[src/rtl/core/sscnt_pkg.sv]
`default_nettype none

package sscnt_pkg;

  // configuration register file
  localparam int unsigned PADDR_BITS = 3;
  localparam int unsigned PDATA_BITS = 32;
  localparam logic        REG_CAPACITY = 1'b0;

  localparam int unsigned CAP_BITS  = 11;
  localparam logic [CAP_BITS-1:0] CAP_RESET = 11'd1024;

  // fixed field widths
  localparam int unsigned STAMP_BITS = 32;
  localparam int unsigned OUT_BITS   = 32;
  localparam int unsigned IN_BITS    = 32;

  // parameter defaults
  localparam int unsigned DEF_MAX_SLOTS  = 1024;
  localparam int unsigned DEF_KEY_BITS   = 32;
  localparam int unsigned DEF_COUNT_BITS = 32;

  typedef enum logic [1:0] {
    ST_IDLE,
    ST_SCAN,
    ST_FLUSH,
    ST_WRITE
  } sscnt_state_e;

endpackage

`default_nettype wire

[src/rtl/core/sscnt_scan_unit.sv]
`default_nettype none

module sscnt_scan_unit
  import sscnt_pkg::*;
#(
  parameter int unsigned MAX_SLOTS  = DEF_MAX_SLOTS,
  parameter int unsigned KEY_BITS   = DEF_KEY_BITS,
  parameter int unsigned COUNT_BITS = DEF_COUNT_BITS,
  localparam int unsigned AW = $clog2(MAX_SLOTS),
  localparam int unsigned EW = KEY_BITS + 2 * COUNT_BITS + STAMP_BITS
) (
  input  wire logic                  clk_i,
  input  wire logic                  rst_ni,
  input  wire logic                  clear_i,
  input  wire logic                  valid_i,
  input  wire logic [AW-1:0]         idx_i,
  input  wire logic [EW-1:0]         entry_i,
  input  wire logic [KEY_BITS-1:0]   key_i,
  output logic                       found_o,
  output logic [AW-1:0]              hit_idx_o,
  output logic [COUNT_BITS-1:0]      hit_count_o,
  output logic [COUNT_BITS-1:0]      hit_error_o,
  output logic [STAMP_BITS-1:0]      hit_stamp_o,
  output logic [AW-1:0]              victim_idx_o,
  output logic [KEY_BITS-1:0]        victim_key_o,
  output logic [COUNT_BITS-1:0]      best_count_o
);

  logic [KEY_BITS-1:0]   e_key;
  logic [COUNT_BITS-1:0] e_count;
  logic [COUNT_BITS-1:0] e_error;
  logic [STAMP_BITS-1:0] e_stamp;
  logic                  have_min_q;
  logic [STAMP_BITS-1:0] best_stamp_q;
  logic                  key_match;
  logic                  take_min;

  assign e_stamp = entry_i[STAMP_BITS-1:0];
  assign e_error = entry_i[STAMP_BITS +: COUNT_BITS];
  assign e_count = entry_i[STAMP_BITS+COUNT_BITS +: COUNT_BITS];
  assign e_key   = entry_i[EW-1 -: KEY_BITS];

  assign key_match = !found_o && (e_key == key_i);
  // least count wins; on a tie the newer stamp, then the later slot
  assign take_min  = !have_min_q || (e_count < best_count_o) ||
                     ((e_count == best_count_o) && (e_stamp >= best_stamp_q));

  always_ff @(posedge clk_i or negedge rst_ni) begin
    if (!rst_ni) begin
      found_o    <= 1'b0;
      have_min_q <= 1'b0;
    end else if (clear_i) begin
      found_o    <= 1'b0;
      have_min_q <= 1'b0;
    end else if (valid_i) begin
      if (key_match) begin
        found_o <= 1'b1;
      end
      if (take_min) begin
        have_min_q <= 1'b1;
      end
    end
  end

  always_ff @(posedge clk_i) begin
    if (valid_i && !clear_i) begin
      if (key_match) begin
        hit_idx_o   <= idx_i;
        hit_count_o <= e_count;
        hit_error_o <= e_error;
        hit_stamp_o <= e_stamp;
      end
      if (take_min) begin
        victim_idx_o <= idx_i;
        victim_key_o <= e_key;
        best_count_o <= e_count;
        best_stamp_q <= e_stamp;
      end
    end
  end

endmodule

`default_nettype wire

[config.mk]
export PLATFORM = sky130hd
export DESIGN_NAME = sscnt_scan_unit
export DESIGN_NICKNAME = d
export VERILOG_FILES = /design/src/rtl/core/sscnt_pkg.sv /design/src/rtl/core/sscnt_scan_unit.sv
export SDC_FILE = /design/constraint.sdc
export NUM_CORES = 1
export LEC_CHECK = 0
export BUFFER_PORTS_ARGS = -buffer_cell sky130_fd_sc_hd__clkbuf_2
export CORE_MARGIN = 2
export CORE_UTILIZATION = 35
export CTS_CLUSTER_SIZE = 40
export DETAILED_ROUTE_END_ITERATION = 12
export GPL_TIMING_DRIVEN = 0
export PLACE_DENSITY_LB_ADDON = 0.1
export REMOVE_ABC_BUFFERS = 1
export SLEW_MARGIN = 30
export SYNTH_ARGS = -nofsm -noshare
export SYNTH_HDL_FRONTEND = slang
export SYNTH_SLANG_ARGS = --single-unit
export TNS_END_PERCENT = 20
[constraint.sdc]
create_clock -name clk_i -period 12.1 [get_ports clk_i]
set_input_delay 2.42 -clock clk_i [delete_from_list [all_inputs] [get_ports clk_i]]
set_output_delay 2.42 -clock clk_i [all_outputs]
set_load 0.1 [all_outputs]
==> flow_summary.ini <==
[run_status]
status = completed

[power_and_ir_drop]
sw_frac_of_total = 0.266
seq_power_share = 0.464
intPower_w = 0.00136
powerDensity_nw_per_um2 = 159
switchingPower_w = 0.000491
peakVddDrop_v = 0.0000757
cellLeakagePower_nw = 5.15
p_comb_frac = 0.146
p_clk_frac = 0.390

[global_route]
grt_pass1_vias = 5706
antenna_found_initial = 0
grt_max_degree = 21
grt_pass1_wl_um = 31600
grt.total_usage = 0.159
grt_overflow_total = 0

[synth]
synthDistinctLibCells = 29
synth_fa_ha_area_frac = 0.0952
syn_avg_cell_area_um2 = 17.1
synth_simple_gate_area_share = 0.0421
synth_compound_area_frac = 0.0381
async_reset_ff_frac = 0.00935
synth_ff_type = edfxtp_1
synth-xor-area-share = 0.0333
ys_ff_latch = 214
synthMuxAreaShare = 0
synth_area_um2 = 8420
synth_edf_count = 212
synth_top_family_by_area = adder cells
ys_seq_area_frac = 0.762
synth_warnings = 0
syn_inst = 493

[place]
dp.cells = 1184
dp_hpwl_um = 16700
place_congestion = 0.828
port_buffers = 354

[sta]
finalHoldViolations = 0
finalSetupViolations = 0
fmax_ghz = 0.208
slew_headroom = 0.603
period_minus_slack_ps = 4820
grt_setup_unrepaired = no
skew_ps = 10.6
whs_ps = 500
worst_slew_pin_slew_ps = 592
finalCritPeriodShare = 0.398
maxSlewViolCount = 0

[route]
drt_wl_total_um = 20600
drc = 0
firstDrtPassIters = 4
dr.first_iter.drc_count = 216
routedWlPerCell_um = 16.8
vias = 5488
ant_nets = 0
viasPerCell = 4.48

[layout]
final_common_cell = clkbuf_2
nets = 1129
drive_gt1_frac = 0.456
fin_util = 0.495
fillCellCount = 2115
stdcell_count = 1226
antennaDiodeCount = 0
synthToLayoutAreaGrowth_pct = 38.4
final_cell_mix = 354 x clkbuf_2, 212 x edfxtp_1, 65 x inv_1

[floorplan]
rows = 56
die_y_um = 159
start_util = 0.357
ioPinCount = 355
die-width_um = 159
die-area_um2 = 25300
core_area_um2 = 23500

[worst_setup_path]
critPathRequiredTime_ps = 12310
crit_fanout = 20
cp-end-kind = flop
timing_worst_setup_path_type = in -> reg
arrival_ps = 5030
cp-start-kind = input pin

[clock_tree]
cts_made_buffers = 24
clkSinkCount = 214
clk_pin_slew_ps = 60
htreeDepth = 1
cts_tree = built
cts_setup_buffers = 0
clk_path_buf_depth = 3
insertion_delay_ps = 510
holdBufCountCts = 0
cts_resized = 0
cts-root-buf = clkbuf_16

[worst_hold_path]
min_path_type = reg -> reg

[job]
cap_violations = 0
[through the flow]
step	instance area [um2]	TNS, ps	power [W]	setup WS (ps)
global route	11600	0	0.00192	6990
CTS	11600	0	0.00187	7130
detailed placement	10900	0	0.00115	6570
global placement	10600	-222410	0.00114	-2090
finish	11600	0	0.00185	7280
floorplan	8420	0	0.00106	1170
[state kept, by name, summed over array words and instances (netlist names)]
signal / flops
found_o: 1
hit_stamp_o: 32
hit_count_o: 32
best_stamp_q: 32
best_count_o: 32
victim_idx_o: 10
victim_key_o: 32
hit_idx_o: 10
have_min_q: 1
hit_error_o: 32
[power by group through the flow]
| stage | logic (W) | registers [W] | clock network (W) |
|---|---|---|---|
| floorplan | 0.0000601 | 0.000999 | 0 |
| global placement | 0.000256 | 0.000881 | 0 |
| detailed placement | 0.000274 | 0.000872 | 0 |
| CTS | 0.000275 | 0.000857 | 0.000742 |
| global route | 0.000291 | 0.000859 | 0.000771 |
| finish | 0.000270 | 0.000856 | 0.000720 |
[Yosys cell counts, types with 2 or more instances]
library cell  instances  share of area
edfxtp_1            212           0.76
nand3_1               4         0.0024
xor2_1               29          0.030
nor2b_1               3         0.0022
nand4_1              11         0.0082
a211oi_1              3         0.0027
inv_1                65          0.029
nand2b_1              3         0.0022
nor4_1                8         0.0059
a21o_1                3         0.0027
nor2_1                6         0.0027
o21ai_0              12         0.0071
nor3_1                6         0.0036
nand4_2               3         0.0045
ha_1                 64          0.095
nand2_1              16         0.0071
xnor2_1               3         0.0031
a21oi_1              30          0.018
dfrtp_1               2         0.0059
[layout make-up]
type,instances,area (um2),share of cell area
repair buffers,372,2030,0.174
clock buffers,29,641,0.0550
well taps,319,399,0.0343
clock inverters,13,143,0.0122
inverters,65,244,0.0210
flip-flops and latches,214,6420,0.551
multi-input cells,214,1770,0.152
[critical path: stages]
cell and delay, ps:
clkbuf_2 110, ha_1 310, nand2_1 60, nor3_1 200, a21oi_1 110, o41ai_1 450, a211oi_1 250, o21ai_4 550
buf_16 230, buf_16 160, buf_16 170
[path summary, 6_finish.rpt]
path                       cells after the start            start               to  slack [ps]
setup / recovery                              11       entry_i[5]  best_stamp_q[6]        7280
hold / removal                                 2       have_min_q       have_min_q         500
setup reg to reg                              11  best_stamp_q[5]  best_stamp_q[6]        8960
hold reg to reg                                2       have_min_q       have_min_q         500
max in group asynchronous                      1           rst_ni       have_min_q       10320
min in group asynchronous                      1           rst_ni          found_o        1690
[logic make-up (layout without fill, tap and decap cells)]
| family | Yosys count | in the layout |
|---|---|---|
| adder cells (fa/ha/maj) | 64 | 64 |
| flip-flops | 214 | 214 |
| AND/OR/NAND/NOR | 62 | 62 |
| XOR/XNOR | 32 | 32 |
| AO/OA/AOI/OAI | 56 | 56 |
| buffers and inverters | 65 | 479 |
[routing by layer]
| metal | GRT usage | vias up | part of all wire |
|---|---|---|---|
| li1 | - | 2653 | - |
| met1 | 0.182 | 2524 | 0.38 |
| met2 | 0.283 | 278 | 0.50 |
| met3 | 0.0552 | 33 | 0.099 |
| met4 | 0.0413 | 0 | 0.018 |
| met5 | 0 | - | 0 |
Power figures use the tool's default switching activity.
